## config.mk

```make
export PLATFORM = sky130hd
export DESIGN_NAME = tts_seq
export DESIGN_NICKNAME = d
export VERILOG_FILES = /design/src/tts_pkg.sv /design/src/tts_seq.sv
export SDC_FILE = /design/constraint.sdc
export NUM_CORES = 1
export LEC_CHECK = 0
export BUFFER_PORTS_ARGS = -buffer_cell sky130_fd_sc_hd__buf_2
export CAP_MARGIN = 20
export CORE_MARGIN = 5
export CORE_UTILIZATION = 60
export CTS_BUF_LIST = sky130_fd_sc_hd__clkbuf_8 sky130_fd_sc_hd__clkbuf_16
export DETAILED_ROUTE_END_ITERATION = 6
export GPL_TIMING_DRIVEN = 0
export PLACE_DENSITY = 0.85
export SLEW_MARGIN = 20
export SYNTH_ARGS = -nofsm -noshare
export SYNTH_HDL_FRONTEND = slang
export SYNTH_SLANG_ARGS = --single-unit
```

## constraint.sdc

```tcl
create_clock -name clk -period 5.7 [get_ports clk]
set_input_delay 0 -clock clk [delete_from_list [all_inputs] [get_ports clk]]
set_output_delay 0 -clock clk [all_outputs]
set_load 0.02 [all_outputs]
```

## src/tts_pkg.sv

```systemverilog
// Shared constants, operation codes and the store request type of the text terminal engine.
package tts_pkg;

  // Screen and history geometry.
  localparam int COLUMNS       = 80;
  localparam int ROWS          = 25;
  localparam int HISTORY_LINES = 256;

  localparam int HL_W  = $clog2(HISTORY_LINES);
  localparam int UL_W  = $clog2(HISTORY_LINES + 1);
  localparam int COL_W = $clog2(COLUMNS + 1);
  localparam int CI_W  = $clog2(COLUMNS);
  localparam int RW_W  = $clog2(ROWS);
  localparam int HA_W  = $clog2(HISTORY_LINES * COLUMNS);
  localparam int SA_W  = $clog2(ROWS * COLUMNS);

  localparam int IN_W  = 32;
  localparam int OUT_W = 48;

  // Operation codes.
  localparam logic [3:0] OP_PUT   = 4'd0;
  localparam logic [3:0] OP_BS    = 4'd1;
  localparam logic [3:0] OP_LEFT  = 4'd2;
  localparam logic [3:0] OP_RIGHT = 4'd3;
  localparam logic [3:0] OP_SETC  = 4'd4;
  localparam logic [3:0] OP_SUP   = 4'd5;
  localparam logic [3:0] OP_SDN   = 4'd6;
  localparam logic [3:0] OP_BOT   = 4'd7;
  localparam logic [3:0] OP_CLR   = 4'd8;
  localparam logic [3:0] OP_READ  = 4'd9;

  // Control characters and cell constants.
  localparam logic [7:0] CH_BS      = 8'd8;
  localparam logic [7:0] CH_LF      = 8'd10;
  localparam logic [7:0] CH_CR      = 8'd13;
  localparam logic [7:0] CH_SPACE   = 8'h20;
  localparam logic [7:0] ATTR_RESET = 8'h07;

  // One access to each store per cycle.
  typedef struct packed {
    logic            h_we;
    logic [HA_W-1:0] h_addr;
    logic [15:0]     h_wdata;
    logic            s_we;
    logic [SA_W-1:0] s_addr;
    logic [15:0]     s_wdata;
  } mem_req_t;

endpackage

```

## src/tts_seq.sv

```systemverilog
// Sequencer with the terminal state, the shared history address unit and the result register.
module tts_seq (
  input  logic                   clk,
  input  logic                   rst_n,
  input  logic                   in_tvalid,
  output logic                   in_tready,
  input  logic [tts_pkg::IN_W-1:0]  in_tdata,
  output logic                   out_tvalid,
  input  logic                   out_tready,
  output logic [tts_pkg::OUT_W-1:0] out_tdata,
  input  logic                   cfg_wr_en,
  input  logic [7:0]             cfg_wr_data,
  output tts_pkg::mem_req_t      mem_req,
  input  logic [15:0]            h_rdata,
  input  logic [15:0]            s_rdata
);
  import tts_pkg::*;

  localparam logic [4:0] S_IDLE     = 5'd0;
  localparam logic [4:0] S_NL       = 5'd1;
  localparam logic [4:0] S_CLRL     = 5'd2;
  localparam logic [4:0] S_CLRA     = 5'd3;
  localparam logic [4:0] S_RD_CLAMP = 5'd4;
  localparam logic [4:0] S_RD_VS    = 5'd5;
  localparam logic [4:0] S_RD_RD    = 5'd6;
  localparam logic [4:0] S_RD_WR    = 5'd7;
  localparam logic [4:0] S_RD_END   = 5'd8;
  localparam logic [4:0] S_CURS_VS  = 5'd9;
  localparam logic [4:0] S_CURS     = 5'd10;
  localparam logic [4:0] S_PUT      = 5'd11;
  localparam logic [4:0] S_BSW      = 5'd12;
  localparam logic [4:0] S_CP_VS    = 5'd13;
  localparam logic [4:0] S_CP_CHK   = 5'd14;
  localparam logic [4:0] S_CP_WR    = 5'd15;
  localparam logic [4:0] S_CP_END   = 5'd16;
  localparam logic [4:0] S_SCR_RD   = 5'd17;
  localparam logic [4:0] S_SCR_CAP  = 5'd18;
  localparam logic [4:0] S_DONE     = 5'd19;

  logic [4:0]       state_r, state_nxt;
  logic [HL_W-1:0]  base_r, base_nxt;
  logic [UL_W-1:0]  used_r, used_nxt;
  logic [7:0]       scroll_r, scroll_nxt;
  logic [HL_W-1:0]  line_r, line_nxt;
  logic [COL_W-1:0] col_r, col_nxt;
  logic [15:0]      curs_r, curs_nxt;
  logic             cen_r, cen_nxt;
  logic [7:0]       attr_r, attr_nxt;
  logic [HA_W-1:0]  cnt_r, cnt_nxt;
  logic [RW_W-1:0]  rrow_r, rrow_nxt;
  logic [CI_W-1:0]  rcol_r, rcol_nxt;
  logic [SA_W-1:0]  saddr_r, saddr_nxt;
  logic [UL_W-1:0]  vstart_r, vstart_nxt;
  logic             pend_put_r, pend_put_nxt;
  logic             inc_col_r, inc_col_nxt;
  logic             init_r, init_nxt;
  logic [7:0]       ch_r, ch_nxt;
  logic [15:0]      cell_r, cell_nxt;
  logic             out_valid_r, out_valid_nxt;
  logic [OUT_W-1:0] out_data_r, out_data_nxt;

  logic [3:0]       in_op;
  logic [7:0]       in_char;
  logic [7:0]       in_newcol;
  logic [4:0]       in_vrow;
  logic [6:0]       in_vcol;
  logic [15:0]      blank;
  logic [UL_W-1:0]  max_scroll;
  logic [UL_W-1:0]  vstart_calc;
  logic [UL_W+1:0]  vs_lim;
  logic [UL_W-1:0]  line_ext;
  logic [UL_W-1:0]  lrow;
  logic [UL_W:0]    rd_src;
  logic             rd_src_ok;
  logic             cp_ok;
  logic [7:0]       crow;
  logic             drop;
  logic [HL_W-1:0]  nl_line;
  logic [UL_W-1:0]  nl_used;

  // Shared history address unit: ring-mapped line times width plus column.
  logic [HL_W-1:0]  hl_line;
  logic [COL_W-1:0] hl_col;
  logic [HL_W:0]    psum;
  logic [HL_W-1:0]  phys;
  logic [COL_W-1:0] colmod;
  logic [HA_W-1:0]  hist_addr;

  assign in_op     = in_tdata[3:0];
  assign in_char   = in_tdata[11:4];
  assign in_newcol = in_tdata[19:12];
  assign in_vrow   = in_tdata[24:20];
  assign in_vcol   = in_tdata[31:25];

  assign blank = {attr_r, CH_SPACE};

  assign psum   = (HL_W+1)'(base_r) + (HL_W+1)'(hl_line);
  assign phys   = (psum >= (HL_W+1)'(HISTORY_LINES)) ?
                  HL_W'(psum - (HL_W+1)'(HISTORY_LINES)) : HL_W'(psum);
  assign colmod = (hl_col >= COL_W'(COLUMNS)) ? COL_W'(hl_col - COL_W'(COLUMNS)) : hl_col;
  assign hist_addr = HA_W'(HA_W'(phys) * HA_W'(COLUMNS)) + HA_W'(colmod);

  // Scroll limits and the first visible history line.
  assign max_scroll  = (used_r > UL_W'(ROWS)) ? UL_W'(used_r - UL_W'(ROWS)) : '0;
  assign vs_lim      = (UL_W+2)'(ROWS) + (UL_W+2)'(scroll_r);
  assign vstart_calc = ((UL_W+2)'(used_r) > vs_lim) ?
                       UL_W'((UL_W+2)'(used_r) - vs_lim) : '0;

  assign line_ext  = UL_W'(line_r);
  assign lrow      = line_ext - vstart_r;
  assign cp_ok     = (scroll_r == 8'd0) && (line_ext < used_r) &&
                     (col_r < COL_W'(COLUMNS)) && (line_ext >= vstart_r) &&
                     (lrow < UL_W'(ROWS));
  assign rd_src    = (UL_W+1)'(vstart_r) + (UL_W+1)'(rrow_r);
  assign rd_src_ok = rd_src < (UL_W+1)'(used_r);
  assign crow      = 8'(lrow);

  // Newline bookkeeping, including dropping the oldest line at the end of the ring.
  assign drop    = (line_r == HL_W'(HISTORY_LINES - 1));
  assign nl_line = drop ? line_r : HL_W'(line_r + 1'b1);
  assign nl_used = ((UL_W'(nl_line) >= (drop ? UL_W'(used_r - 1'b1) : used_r))) ?
                   UL_W'(UL_W'(nl_line) + 1'b1) : (drop ? UL_W'(used_r - 1'b1) : used_r);

  assign in_tready  = (state_r == S_IDLE);
  assign out_tvalid = out_valid_r;
  assign out_tdata  = out_data_r;

  // Address unit input selection.
  always_comb begin
    hl_line = line_r;
    hl_col  = col_r;
    case (state_r)
      S_CLRL:  hl_col  = COL_W'(rcol_r);
      S_RD_RD: begin
        hl_line = HL_W'(rd_src);
        hl_col  = COL_W'(rcol_r);
      end
      default: ;
    endcase
  end

  // Sequencer.
  always_comb begin
    state_nxt    = state_r;
    base_nxt     = base_r;
    used_nxt     = used_r;
    scroll_nxt   = scroll_r;
    line_nxt     = line_r;
    col_nxt      = col_r;
    curs_nxt     = curs_r;
    cen_nxt      = cen_r;
    attr_nxt     = cfg_wr_en ? cfg_wr_data : attr_r;
    cnt_nxt      = cnt_r;
    rrow_nxt     = rrow_r;
    rcol_nxt     = rcol_r;
    saddr_nxt    = saddr_r;
    vstart_nxt   = vstart_r;
    pend_put_nxt = pend_put_r;
    inc_col_nxt  = inc_col_r;
    init_nxt     = init_r;
    ch_nxt       = ch_r;
    cell_nxt     = cell_r;
    out_valid_nxt = out_valid_r && !out_tready;
    out_data_nxt = out_data_r;
    mem_req      = '0;
    mem_req.h_addr = hist_addr;
    mem_req.s_addr = saddr_r;

    case (state_r)
      // Decode an accepted item.
      S_IDLE: begin
        if (in_tvalid) begin
          cell_nxt     = 16'd0;
          pend_put_nxt = 1'b0;
          inc_col_nxt  = 1'b0;
          ch_nxt       = in_char;
          state_nxt    = S_DONE;
          case (in_op)
            OP_PUT: begin
              if (in_char == CH_BS) begin
                if (col_r == '0) begin
                  if (line_r != '0) begin
                    line_nxt  = HL_W'(line_r - 1'b1);
                    col_nxt   = COL_W'(COLUMNS - 1);
                    state_nxt = S_BSW;
                  end
                end else begin
                  col_nxt   = COL_W'(col_r - 1'b1);
                  state_nxt = S_BSW;
                end
              end else if (in_char == CH_LF) begin
                state_nxt = S_NL;
              end else if (in_char == CH_CR) begin
                col_nxt   = '0;
                state_nxt = S_CP_VS;
              end else if (col_r >= COL_W'(COLUMNS)) begin
                pend_put_nxt = 1'b1;
                state_nxt    = S_NL;
              end else begin
                state_nxt = S_PUT;
              end
            end
            OP_BS: begin
              if (col_r == '0) begin
                if (line_r != '0) begin
                  line_nxt  = HL_W'(line_r - 1'b1);
                  col_nxt   = COL_W'(COLUMNS - 1);
                  state_nxt = S_BSW;
                end
              end else begin
                col_nxt   = COL_W'(col_r - 1'b1);
                state_nxt = S_BSW;
              end
            end
            OP_LEFT: begin
              if (col_r != '0) begin
                col_nxt = COL_W'(col_r - 1'b1);
              end else if (line_r != '0) begin
                line_nxt = HL_W'(line_r - 1'b1);
                col_nxt  = COL_W'(COLUMNS - 1);
              end
              state_nxt = (scroll_r == 8'd0) ? S_CURS_VS : S_DONE;
            end
            OP_RIGHT: begin
              if (col_r < COL_W'(COLUMNS - 1)) begin
                col_nxt = COL_W'(col_r + 1'b1);
              end else if (UL_W'(line_ext + 1'b1) < used_r) begin
                col_nxt  = '0;
                line_nxt = HL_W'(line_r + 1'b1);
              end
              state_nxt = (scroll_r == 8'd0) ? S_CURS_VS : S_DONE;
            end
            OP_SETC: begin
              col_nxt   = (in_newcol > 8'(COLUMNS)) ? COL_W'(COLUMNS) : COL_W'(in_newcol);
              state_nxt = (scroll_r == 8'd0) ? S_CURS_VS : S_DONE;
            end
            OP_SUP: begin
              if (max_scroll != '0) begin
                if (UL_W'(scroll_r) < max_scroll) begin
                  scroll_nxt = 8'(scroll_r + 1'b1);
                end
                state_nxt = S_RD_CLAMP;
              end
            end
            OP_SDN: begin
              if (scroll_r != 8'd0) begin
                scroll_nxt = 8'(scroll_r - 1'b1);
                state_nxt  = S_RD_CLAMP;
              end
            end
            OP_BOT: begin
              if (scroll_r != 8'd0) begin
                scroll_nxt = 8'd0;
                state_nxt  = S_RD_CLAMP;
              end
            end
            OP_CLR: begin
              base_nxt   = '0;
              used_nxt   = UL_W'(1);
              scroll_nxt = 8'd0;
              line_nxt   = '0;
              col_nxt    = '0;
              curs_nxt   = 16'd0;
              cnt_nxt    = '0;
              state_nxt  = S_CLRA;
            end
            OP_READ: begin
              if ((int'(in_vrow) < ROWS) && (int'(in_vcol) < COLUMNS)) begin
                saddr_nxt = SA_W'(SA_W'(SA_W'(in_vrow) * SA_W'(COLUMNS)) + SA_W'(in_vcol));
                state_nxt = S_SCR_RD;
              end
            end
            default: ;
          endcase
        end
      end

      // Advance the cursor line, then blank it.
      S_NL: begin
        if (drop) begin
          base_nxt = (base_r == HL_W'(HISTORY_LINES - 1)) ? '0 : HL_W'(base_r + 1'b1);
          if (scroll_r != 8'd0) begin
            scroll_nxt = 8'(scroll_r - 1'b1);
          end
        end
        line_nxt  = nl_line;
        used_nxt  = nl_used;
        col_nxt   = '0;
        rcol_nxt  = '0;
        state_nxt = S_CLRL;
      end

      S_CLRL: begin
        mem_req.h_we    = 1'b1;
        mem_req.h_wdata = blank;
        rcol_nxt        = CI_W'(rcol_r + 1'b1);
        if (rcol_r == CI_W'(COLUMNS - 1)) begin
          if (scroll_r == 8'd0) begin
            state_nxt = S_RD_CLAMP;
          end else begin
            state_nxt = pend_put_r ? S_PUT : S_DONE;
          end
        end
      end

      // Blank the whole history store, one cell a cycle.
      S_CLRA: begin
        mem_req.h_we    = 1'b1;
        mem_req.h_addr  = cnt_r;
        mem_req.h_wdata = blank;
        cnt_nxt         = HA_W'(cnt_r + 1'b1);
        if (cnt_r == HA_W'(HISTORY_LINES * COLUMNS - 1)) begin
          state_nxt = S_RD_CLAMP;
        end
      end

      // Redraw: clamp the scroll, find the first line, then copy cell by cell.
      S_RD_CLAMP: begin
        if (UL_W'(scroll_r) > max_scroll) begin
          scroll_nxt = 8'(max_scroll);
        end
        state_nxt = S_RD_VS;
      end

      S_RD_VS: begin
        vstart_nxt = vstart_calc;
        rrow_nxt   = '0;
        rcol_nxt   = '0;
        saddr_nxt  = '0;
        state_nxt  = S_RD_RD;
      end

      S_RD_RD: begin
        state_nxt = S_RD_WR;
      end

      S_RD_WR: begin
        mem_req.s_we    = 1'b1;
        mem_req.s_wdata = rd_src_ok ? h_rdata : blank;
        saddr_nxt       = SA_W'(saddr_r + 1'b1);
        state_nxt       = S_RD_RD;
        if (rcol_r == CI_W'(COLUMNS - 1)) begin
          rcol_nxt = '0;
          rrow_nxt = RW_W'(rrow_r + 1'b1);
          if (rrow_r == RW_W'(ROWS - 1)) begin
            state_nxt = S_RD_END;
          end
        end else begin
          rcol_nxt = CI_W'(rcol_r + 1'b1);
        end
      end

      S_RD_END: begin
        if (scroll_r == 8'd0) begin
          cen_nxt   = 1'b1;
          state_nxt = S_CURS_VS;
        end else begin
          cen_nxt   = 1'b0;
          state_nxt = pend_put_r ? S_PUT : S_DONE;
        end
      end

      // Cursor register: row relative to the view times width plus column.
      S_CURS_VS: begin
        vstart_nxt = vstart_calc;
        state_nxt  = S_CURS;
      end

      S_CURS: begin
        curs_nxt  = 16'(16'(16'(crow) * 16'(COLUMNS)) + 16'(col_r));
        state_nxt = pend_put_r ? S_PUT : S_DONE;
      end

      // Character write and backspace blanking, then copy to the screen when the cell is in view.
      S_PUT: begin
        mem_req.h_we    = 1'b1;
        mem_req.h_wdata = {attr_r, ch_r};
        pend_put_nxt    = 1'b0;
        inc_col_nxt     = 1'b1;
        state_nxt       = S_CP_VS;
      end

      S_BSW: begin
        mem_req.h_we    = 1'b1;
        mem_req.h_wdata = blank;
        state_nxt       = S_CP_VS;
      end

      S_CP_VS: begin
        vstart_nxt = vstart_calc;
        state_nxt  = S_CP_CHK;
      end

      S_CP_CHK: begin
        if (cp_ok) begin
          saddr_nxt = SA_W'(SA_W'(SA_W'(lrow) * SA_W'(COLUMNS)) + SA_W'(col_r));
          state_nxt = S_CP_WR;
        end else begin
          state_nxt = S_CP_END;
        end
      end

      S_CP_WR: begin
        mem_req.s_we    = 1'b1;
        mem_req.s_wdata = h_rdata;
        state_nxt       = S_CP_END;
      end

      S_CP_END: begin
        if (inc_col_r) begin
          col_nxt = COL_W'(col_r + 1'b1);
        end
        state_nxt = (scroll_r == 8'd0) ? S_CURS_VS : S_DONE;
      end

      // Screen cell read.
      S_SCR_RD: begin
        state_nxt = S_SCR_CAP;
      end

      S_SCR_CAP: begin
        cell_nxt  = s_rdata;
        state_nxt = S_DONE;
      end

      // Hand the result to the output register once free; after reset, go idle with no result.
      S_DONE: begin
        if (init_r) begin
          init_nxt  = 1'b0;
          state_nxt = S_IDLE;
        end else if (!out_valid_r || out_tready) begin
          out_valid_nxt = 1'b1;
          out_data_nxt  = {6'd0, scroll_r, (scroll_r == 8'd0), cen_r, curs_r, cell_r};
          state_nxt     = S_IDLE;
        end
      end

      default: state_nxt = S_IDLE;
    endcase
  end

  // Control state, initialised at reset; reset starts the store clearing pass.
  always_ff @(posedge clk) begin
    if (!rst_n) begin
      state_r     <= S_CLRA;
      base_r      <= '0;
      used_r      <= UL_W'(1);
      scroll_r    <= 8'd0;
      line_r      <= '0;
      col_r       <= '0;
      curs_r      <= 16'd0;
      cen_r       <= 1'b1;
      attr_r      <= ATTR_RESET;
      cnt_r       <= '0;
      pend_put_r  <= 1'b0;
      inc_col_r   <= 1'b0;
      init_r      <= 1'b1;
      out_valid_r <= 1'b0;
    end else begin
      state_r     <= state_nxt;
      base_r      <= base_nxt;
      used_r      <= used_nxt;
      scroll_r    <= scroll_nxt;
      line_r      <= line_nxt;
      col_r       <= col_nxt;
      curs_r      <= curs_nxt;
      cen_r       <= cen_nxt;
      attr_r      <= attr_nxt;
      cnt_r       <= cnt_nxt;
      pend_put_r  <= pend_put_nxt;
      inc_col_r   <= inc_col_nxt;
      init_r      <= init_nxt;
      out_valid_r <= out_valid_nxt;
    end
  end

  // Working and payload registers.
  always_ff @(posedge clk) begin
    rrow_r     <= rrow_nxt;
    rcol_r     <= rcol_nxt;
    saddr_r    <= saddr_nxt;
    vstart_r   <= vstart_nxt;
    ch_r       <= ch_nxt;
    cell_r     <= cell_nxt;
    out_data_r <= out_data_nxt;
  end

endmodule

```

==> flow_metrics.py, run 1 <==
metrics = {
    "yosys": {
        "synth.largest_area_cell": "edfxtp_1",
        "syn_area_per_cell_um2": 8.525,
        "synth_cells": 1708,
        "async_reset_ff_share_pct": 0,
        "yosys_warnings": 0,
        "synth_edf_count": 98,
        "yosys_most_used_dff": "edfxtp_1",
        "synth_seq_cells": 187,
        "yosys-top-cells-area": "edfxtp_1, dfxtp_1, ha_1",
        "syn_area_um2": 14560,
        "synth.distinct_cells": 89,
        "synth_top_area_share_pct": 20.21,
        "ys_seq_area_share_pct": 32.45,
    },
    "detailed_routing": {
        "ant_nets": 0,
        "drt_iter0_drc": 1735,
        "routedWlPerCell_um": 20.59,
        "dr_total_vias": 14700,
        "viasPerCell": 6.396,
        "wl_mm": 47.31,
        "drc_errors": 0,
        "drtPass1Iterations": 6,
    },
    "floorplan": {
        "die_w_um": 165.8,
        "io_pins": 187,
        "die_h_um": 165.8,
        "dieArea_um2": 27480,
        "rows": 57,
        "fp.coreArea_um2": 24110,
        "start_util_pct": 60.41,
    },
    "global_route": {
        "grt_pass1_vias": 13980,
        "grtUsageTotal_pct": 32.92,
        "gr-total-overflow": 0,
        "antenna_found_initial": 0,
        "grt_pass1_wl_mm": 74.49,
        "grt_max_degree": 25,
    },
    "cells_and_area": {
        "syn2layout_area_growth_pct": 17.86,
        "regArea_um2": 4728,
        "n_antenna_cell": 0,
        "final_cell_mix": "buf_2, nor2_1, nand2_1",
        "nNetsFinal": 2174,
        "drive_above_1_share_pct": 15.25,
        "fillers": 1823,
        "final_common_cell": "buf_2",
        "multi_input_area_um2": 9340,
        "stdcell_count": 2298,
        "final_util_pct": 71.19,
    },
    "worst_setup_path": {
        "rr_startpoint": "used_r[1]",
        "worstPathArrival_ps": 5540,
        "crit_type": "reg2out",
        "end_kind": "output port",
        "cp_slowest_cell": "dfxtp_4",
        "slowest_delay_ps": 420,
        "reg2regPathDepth": 16,
        "critPathTopFamily": "compound AO/OA/AOI/OAI gates",
        "worstPathMaxFanout": 10,
        "cp-start-kind": "register",
        "required_ps": 5700,
        "r2r_slack_ps": 900,
        "critical_path_buf_inv_count": 2,
        "r2r-end": "scroll_r[1]",
        "crit_chain": "and2b_2, nand2_1, or3_1, buf_2, mux2_2, ha_1, fa_1, a21o_1, a21o_1, a21o_1, a21oi_1, xnor2_1, ha_1, ha_1, nor3b_2, o21a_1, o21a_1, nor2_2, nand4_1, xnor3_1, o21ai_1, buf_4",
    },
    "clocking": {
        "cts.clk_slew.worst_paths_ps": 90,
        "cts.sinks": 187,
        "worstSkewPairLatency_ps": 450,
        "h-tree-depth": 4,
        "cts_made_buffers": 17,
        "cts_tree": "done",
        "cts_root_buffer": "clkbuf_16",
        "clockBufferDepth": 2,
    },
    "flow_run": {
        "max-cap-violations": 0,
    },
    "place": {
        "io_buffers": 176,
        "dp.cells": 2218,
        "place_congestion": 0.9637,
        "dp_hpwl_mm": 35.54,
    },
    "hold_path": {
        "hold_path_end": "col_r[0]",
        "min_from": "in_tdata[12]",
        "hold_depth": 4,
        "hp-class": "in2reg",
    },
    "timing": {
        "max-slew-margin-rel_pct": 32.69,
        "hold_viol_final": 1,
        "fin_skew_ps": 17.33,
        "fin_crit_sh_pct": 97.24,
        "final_max_slew_viol_count": 0,
        "worst_pin_slew_ps": 1000,
        "hold_ws_ps": -1.511,
        "setup_viol": 0,
        "timing.final.crit_period_ps": 5542,
        "timing.fmax_mhz": 180.4,
    },
    "pwr": {
        "powerDensity_nw_per_um2": 175.0,
        "p_leak_nw": 7.166,
        "irDropWorstVdd_v": 0.0001754,
    },
    "run_status": {
        "violations": "negative hold slack",
        "status": "complete, but fails checks",
    },
}
cells by family after synthesis:
| kind of cell | count (synthesis) | share of synthesized area [%] |
|---|---|---|
| AOI/OAI and AO/OA | 401 | 18.22 |
| adders and majority gates | 136 | 12.20 |
| muxes | 31 | 2.225 |
| other | 1 | 0.02575 |
| xor gates and xnor gates | 131 | 8.025 |
| and+or+nand+nor | 658 | 22.34 |
| DFF | 187 | 32.45 |
| buffers and inverters | 163 | 4.511 |
repair_timing:
action / in CTS / in global routing
resized for setup: 3 / 22
gates cloned: 0 / 0
hold buffers: 37 / 0
hold endpoints to repair: 37 / 0
endpoints found under the setup margin: 2 / 4
setup buffers: 3 / 7
pin swaps: 1 / 5
power by group:
| group | switching (W) | leakage, nW | internal, W |
|---|---|---|---|
| Sequential | 0.00000732 | 1.47 | 0.00141 |
| Combinational | 0.000143 | 5.39 | 0.000108 |
| Clock | 0.000703 | 0.313 | 0.000629 |
| Total | 0.000853 | 7.17 | 0.00215 |
state kept, by name (all words and copies together) (netlist names), 7 cells and up:
signal,flops
cell_r,16
base_r,8
col_r,7
out_tdata,42
line_r,8
ch_r,8
saddr_r,11
curs_r,16
used_r,9
cnt_r,15
attr_r,8
vstart_r,9
scroll_r,8
rcol_r,7
area by class of cell:
| type | count | area share, % |
|---|---|---|
| Multi-Input combinational cell | 1363 | 54.43 |
| Clock buffer | 17 | 2.479 |
| Tap cell | 324 | 2.362 |
| Clock inverter | 15 | 1.327 |
| Buffer | 88 | 2.187 |
| Sequential cell | 187 | 27.55 |
| Inverter | 75 | 1.640 |
| Timing Repair Buffer | 229 | 8.027 |
layer usage:
layer	wire length [um]	track usage, %
met3	3990	4.737
met2	22470	55.98
met5	0	0
met4	2387	14.96
met1	18460	41.68
worst max-delay path by stage:
stage	startpoint	cells past startpoint	to	slack, ps
finish	state_r[2]	22	mem_req[57]	160
global route	vstart_r[0]	27	mem_req[57]	-70
CTS	state_r[2]	21	mem_req[58]	20
detailed placement	rrow_r[0]	23	mem_req[58]	330
global placement	state_r[2]	4	out_tdata[1]	-340
floorplan	rrow_r[0]	22	mem_req[58]	720
synth_stat cells (11+ instances only):
| cell type | count |
|---|---|
| a211oi_1 | 17 |
| a21o_1 | 27 |
| a21oi_1 | 104 |
| a31oi_1 | 23 |
| and2_1 | 20 |
| and3_1 | 40 |
| clkbuf_1 | 63 |
| dfxtp_1 | 89 |
| edfxtp_1 | 98 |
| ha_1 | 126 |
| inv_1 | 69 |
| mux2_2 | 11 |
| mux2i_1 | 20 |
| nand2_1 | 159 |
| nand2b_1 | 30 |
| nand3_1 | 81 |
| nand4_1 | 34 |
| nor2_1 | 170 |
| nor2b_1 | 20 |
| nor3_1 | 29 |
| nor3b_1 | 16 |
| o211ai_1 | 16 |
| o21a_1 | 13 |
| o21ai_0 | 78 |
| o221ai_1 | 11 |
| o31ai_1 | 11 |
| or3_1 | 15 |
| xnor2_1 | 67 |
| xor2_1 | 62 |
through the flow:
| stage | TNS, ps | setup WS, ps | area (um^2) | hold WS, ps | power [W] |
|---|---|---|---|---|---|
| global placement | -14040 | -336.3 | 15870 | 218.4 | 0.001663 |
| floorplan | 0 | 717.4 | 14580 | 98.87 | 0.001589 |
| CTS | 0 | 16.91 | 17000 | 0.9268 | 0.002987 |
| global route | -135.6 | -68.22 | 17160 | 54.98 | 0.003082 |
| finish | 0 | 157.6 | 17160 | -1.511 | 0.003002 |
| detailed placement | 0 | 326.0 | 15930 | 223.4 | 0.001672 |
worst reg2reg max path, stage by stage (launching register included):
cell and delay (ps):
dfxtp_1 590, inv_1 260, ha_1 240, o21bai_1 150
a211o_1 340, nand3_1 300, nand2_1 100, ha_1 300
a21o_1 190, a21oi_1 150, a21oi_1 100, a2111oi_0 610
o22ai_1 190, o22ai_1 620, buf_2 360, nand2_1 70
o211a_1 120
Note: power is estimated with default switching activity, not from simulation.
==> inputs of run 2 (changes only) <==
Settings changed: CORE_ASPECT_RATIO set to 1.4.
==> run 2 against run 1 <==
Against the previous run:
- the flow finishes with violations (negative setup slack)
- cell area decreased by 0.69%
- sequential share of layout area rose by 0.19 points
- maximum frequency fell by 4.8%
- clock skew is essentially flat
- non-clock buffer count down 2
- first-iteration DRC count down 22%
- cell count fell by 0.70%
- routed wire length rose by 1.5%
- sequential power about the same
- largest power group unchanged
- highest routed layer unchanged
==> flow_metrics.py, run 2 (synthesis gave the netlist of run 1 again) <==
metrics = {
    "run_status": {
        "status": "complete, but fails checks",
        "violations": "negative setup slack",
    },
    "detailed_routing": {
        "drt_iter0_drc": 1347,
        "drtPass1Iterations": 6,
        "wl_mm": 48.04,
        "drc_errors": 0,
        "routedWlPerCell_um": 21.05,
        "dr_total_vias": 14520,
        "ant_nets": 0,
        "viasPerCell": 6.362,
    },
    "place": {
        "place_congestion": 1.014,
        "place_area_um2": 15920,
        "dp_hpwl_mm": 35.61,
        "io_buffers": 176,
        "pre_cts_ws_ps": 264.2,
    },
    "timing": {
        "worst_pin_slew_ps": 1130,
        "rsz0062_at_grt": "yes",
        "setup_ws_ps": -119.0,
        "hold_viol_final": 0,
        "max-slew-margin-rel_pct": 24.02,
        "setup_viol": 1,
        "timing.final.crit_period_ps": 5819,
        "timing.fmax_mhz": 171.9,
        "final_max_slew_viol_count": 0,
        "fin_crit_sh_pct": 102.1,
        "fin_skew_ps": 17.57,
    },
    "worst_setup_path": {
        "end_kind": "output port",
        "slowest_delay_ps": 440,
        "required_ps": 5700,
        "reg2regPathDepth": 17,
        "critical_path_buf_inv_count": 2,
        "crit_type": "reg2out",
        "worst-path-stages": 25,
        "critPathTopFamily": "compound AO/OA/AOI/OAI gates",
        "r2r_slack_ps": 950,
        "worstPathArrival_ps": 5820,
        "cp_slowest_cell": "a2111o_1",
        "r2r-end": "scroll_r[1]",
        "rr_startpoint": "used_r[0]",
        "cp-start-kind": "register",
        "worstPathMaxFanout": 4,
    },
    "global_route": {
        "gr-total-overflow": 0,
        "grtUsageTotal_pct": 33.83,
        "grt_max_degree": 18,
        "grt_pass1_vias": 14280,
        "antenna_found_initial": 0,
        "grt_pass1_wl_mm": 74.58,
    },
    "cells_and_area": {
        "drive_above_1_share_pct": 15.06,
        "syn2layout_area_growth_pct": 17.04,
        "final_common_cell": "buf_2",
        "final_cell_mix": "buf_2, nor2_1, nand2_1",
        "design_area_um2": 17040,
        "nNetsFinal": 2172,
        "largest_reg_flops": 42,
        "final_util_pct": 71.08,
        "fillers": 1887,
        "n_antenna_cell": 0,
    },
    "clocking": {
        "cts.clk_slew.worst_paths_ps": 70,
        "worstSkewPairLatency_ps": 460,
        "cts_tree": "done",
        "cts_made_buffers": 17,
        "cts.sinks": 187,
        "clockBufferDepth": 2,
        "h-tree-depth": 4,
        "cts_root_buffer": "clkbuf_16",
    },
    "floorplan": {
        "rows": 67,
        "start_util_pct": 60.73,
        "die_w_um": 141.7,
        "dieArea_um2": 27530,
        "io_pins": 187,
        "fp.coreArea_um2": 23980,
        "die_h_um": 194.3,
    },
    "hold_path": {
        "min_from": "in_tdata[29]",
        "hold_path_end": "saddr_r[4]",
        "hold_depth": 4,
        "hp-class": "in2reg",
    },
    "flow_run": {
        "max-cap-violations": 0,
    },
    "pwr": {
        "irDropWorstVdd_v": 0.0002235,
        "p_total_w": 0.002901,
        "p_leak_nw": 7.145,
        "powerDensity_nw_per_um2": 170.2,
    },
}
-- run 2: changes by cell type in the layout (fill, tap and decap cells not counted), moves of 2 or more --
cell	change
inv_12	-7
clkinv_8	-4
buf_4	-2
bufinv_16	+2
inv_4	+2
inv_6	+2
nor2_1	+2
nor2_2	-2
-- run 2: per-stage QoR --
stage / cells / hold WS [ps] / setup TNS, ps
6_report: 2282 / 64.04 / -119.0
5_1_grt: 2282 / 104.4 / -272.3
4_1_cts: 2276 / 53.48 / 0
3_5_place_dp: 2205 / 222.7 / 0
3_3_place_gp: 2199 / 222.0 / -3939
2_1_floorplan: 1713 / 98.87 / 0
-- run 2: routing by layer --
| layer | part of all wire, % | global-route usage, % | up-vias |
|---|---|---|---|
| li1 | - | - | 6738 |
| met1 | 36 | 37.47 | 6865 |
| met2 | 51 | 60.06 | 736 |
| met3 | 6.7 | 4.843 | 178 |
| met4 | 6.6 | 21.12 | 0 |
| met5 | 0 | 0 | - |
-- run 2: worst max-delay path by stage --
stage / endpoint / from
after detailed placement: mem_req[58] / rrow_r[0]
after CTS: mem_req[57] / vstart_r[0]
after global routing: mem_req[57] / vstart_r[0]
after floorplan: mem_req[58] / rrow_r[0]
after global placement: out_tdata[18] / state_r[0]
final: mem_req[57] / vstart_r[0]
-- run 2: worst reg2reg max path, cell delays in order (launching register included) --
cell and delay (ps):
dfxtp_1 410, clkbuf_1 490, inv_2 220, ha_1 350, nor2b_1 210, nor2_1 130, xnor2_1 180, nand2_1 90
ha_1 300, and3_1 210, o21ai_0 80, a21oi_1 90, a2111oi_0 600, o22ai_1 170, o22ai_1 560, buf_2 350
nand2_1 80, o211a_1 120
-- run 2: power breakdown --
part | switching, W | internal [W]
Combinational | 0.000148 | 0.000109
Sequential | 0.00000631 | 0.00141
Clock | 0.000563 | 0.000662
Total | 0.000717 | 0.00218
-- run 2: timing repair --
action,4_1_cts,5_1_grt
hold buffers,37,0
resized for setup,5,21
setup endpoints to repair,3,4
hold endpoints to repair,37,0
pin swaps,1,7
setup buffers,2,6
-- run 2: area by class of cell --
type	count	area [um^2]	share of cell area, %
well taps	310	387.9	2.276
inverters	75	281.5	1.652
clock buffers	18	439.2	2.577
multi-input cells	1363	9328	54.73
repair buffers	227	1356	7.958
clock inverters	14	143.9	0.8443
flip-flops and latches	187	4728	27.74
plain buffers	88	377.9	2.217
==> inputs of run 3 (changes only) <==
Settings changed: REMOVE_ABC_BUFFERS set to 1.
==> run 3 against run 2 <==
Against the previous run:
- the flow finishes with violations (design-rule violations)
- clock skew down 8.1 ps
- global-route usage is 2.7 points lower
- first-iteration DRC count up 28%
- power fell by 0.19%
- cell area decreased by 0.83%
- cell count is 2.9% lower
- core utilization fell by 0.59 points
- non-clock buffer count is 68 lower
- clock power barely moved
- critical endpoint is now mem_req[58]
- largest cell class unchanged
==> flow_metrics.py, run 3 (synthesis gave the netlist of run 1 again) <==
metrics = {
    "run_status": {
        "status": "complete, but fails checks",
        "violations": "design-rule violations",
    },
    "clocking": {
        "cts_tree": "done",
        "h-tree-depth": 4,
        "cts_root_buffer": "clkbuf_16",
        "clockBufferDepth": 2,
        "cts_made_buffers": 17,
        "worstSkewPairLatency_ps": 450,
        "cts.clk_slew.worst_paths_ps": 80,
        "cts.sinks": 187,
    },
    "worst_setup_path": {
        "end_kind": "output port",
        "crit_type": "reg2out",
        "worstPathArrival_ps": 5580,
        "cp-start-kind": "register",
        "r2r_slack_ps": 790,
        "required_ps": 5700,
        "worstPathMaxFanout": 25,
    },
    "place": {
        "place_congestion": 0.9938,
        "io_buffers": 180,
        "dp_hpwl_mm": 32.43,
    },
    "pwr": {
        "p_leak_nw": 7.073,
        "powerDensity_nw_per_um2": 171.3,
        "power.clock.fraction_pct": 42.6,
        "p_sw_w": 0.0007456,
        "combPwrFrac_pct": 8.5,
        "irDropWorstVdd_v": 0.0002230,
        "seqPwrFrac_pct": 49.0,
        "power.share.switching_pct": 25.75,
        "p_int_w": 0.002150,
        "p_total_w": 0.002895,
    },
    "cells_and_area": {
        "fillers": 1814,
        "syn2layout_area_growth_pct": 16.07,
        "nNetsFinal": 2104,
        "regArea_um2": 4737,
        "final_common_cell": "buf_2",
        "largest_reg_flops": 42,
        "multi_input_area_um2": 9366,
        "final_cell_mix": "buf_2, nor2_1, nand2_1",
        "drive_above_1_share_pct": 15.86,
    },
    "timing": {
        "max-slew-margin-rel_pct": 16.61,
        "hold_ws_ps": 33.53,
        "fin_crit_sh_pct": 97.89,
        "hold_viol_final": 0,
        "final_max_slew_viol_count": 0,
        "setup_viol": 0,
        "timing.final.crit_period_ps": 5580,
        "worst_pin_slew_ps": 1245,
        "timing.fmax_mhz": 179.2,
        "fin_skew_ps": 9.440,
    },
    "detailed_routing": {
        "dr_total_vias": 14440,
        "wl_mm": 45.02,
        "drtPass1Iterations": 7,
        "drt_iter0_drc": 1720,
        "routedWlPerCell_um": 20.32,
        "ant_nets": 0,
        "viasPerCell": 6.520,
        "drc_errors": 6,
    },
    "global_route": {
        "grt_pass1_vias": 14250,
        "gr-total-overflow": 0,
        "grtUsageTotal_pct": 31.18,
        "grt_max_degree": 49,
        "antenna_found_initial": 2,
        "grt_pass1_wl_mm": 70.04,
    },
    "floorplan": {
        "rows": 67,
        "start_util_pct": 60.73,
        "fp.coreArea_um2": 23980,
        "die_h_um": 194.3,
        "die_w_um": 141.7,
        "dieArea_um2": 27530,
        "io_pins": 187,
    },
    "hold_path": {
        "hp-class": "in2reg",
    },
    "flow_run": {
        "max-cap-violations": 0,
    },
}
==> run 3: cell types whose count changed in the layout (fill, tap and decap cells not counted), moves of 3 or more <==
cell           previous run  this run
buf_4                    21        18
inv_8                     1         5
buf_1                     8         0
clkinvlp_4                0         3
clkbuf_1                 63         0
clkinv_8                  0         3
dlygate4sd3_1            37        44
dfxtp_1                  88        85
==> run 3: metal layers <==
metal / GRT usage (%) / vias up / wire length, um
met5: 0 / - / 27
met1: 34.61 / 6740 / 15950
met2: 56.75 / 878 / 22980
li1: - / 6610 / -
met3: 4.302 / 210 / 3590
met4: 16.68 / 4 / 2466
==> run 3: worst paths after layout <==
| path | startpoint | end | depth (start not counted) |
|---|---|---|---|
| max | state_r[0] | mem_req[58] | 16 |
| min | in_tdata[15] | col_r[3] | 4 |
| max reg2reg | line_r[0] | curs_r[12] | 16 |
| min reg2reg | cell_r[1] | out_tdata[1] | 0 |
==> run 3: timing repair <==
action                                  CTS  global route
resized for setup                         8            19
endpoints found under the setup margin    4             3
endpoints found under the hold margin    37             0
pin swaps                                 1             6
hold buffers                             44             0
setup buffers                             4             7
==> run 3: worst max-delay path: stages (launching register included) <==
cell and delay [ps]:
dfxtp_1 930, or3_4 330, mux2_2 350, ha_1 210, fa_1 400, a21o_1 180
a21o_1 190, xor2_1 160, ha_1 350, fa_1 480, xor2_1 300, nand2_1 120
nor2_1 230, o2111ai_2 190, or3_4 360, o221ai_2 160, buf_4 180
==> run 3: metrics by stage <==
stage / instances / util [%] / TNS, ps / setup WS (ps) / cell area, um^2
3_3_place_gp: 2115 / 64.62 / -25660 / -605.4 / 15490
4_1_cts: 2206 / 69.88 / 0 / 9.934 / 16750
3_5_place_dp: 2126 / 65.24 / 0 / 60.66 / 15640
6_report: 2215 / 70.49 / 0 / 120.2 / 16900
5_1_grt: 2214 / 70.48 / -125.2 / -75.57 / 16900
2_1_floorplan: 1625 / - / 0 / 472.7 / 14200
==> run 3: final cells by class <==
type                       instances  share of cell area [%]
antenna                            1                 0.01481
clock inverter                    15                   1.066
timing repair buffer             247                   8.995
multi-input combinational       1363                   55.42
tap                              310                   2.295
sequential                       187                   28.03
inverter                          75                   1.666
clock buffer                      17                   2.517
==> run 3: power by group through the flow <==
| stage | Sequential (W) | Clock, W | Combinational (W) |
|---|---|---|---|
| finish | 0.00142 | 0.00123 | 0.000246 |
| global route | 0.00142 | 0.00129 | 0.000265 |
| CTS | 0.00142 | 0.00124 | 0.000239 |
| detailed placement | 0.00145 | 0 | 0.000212 |
| global placement | 0.00145 | 0 | 0.000202 |
| floorplan | 0.00145 | 0 | 0.000127 |
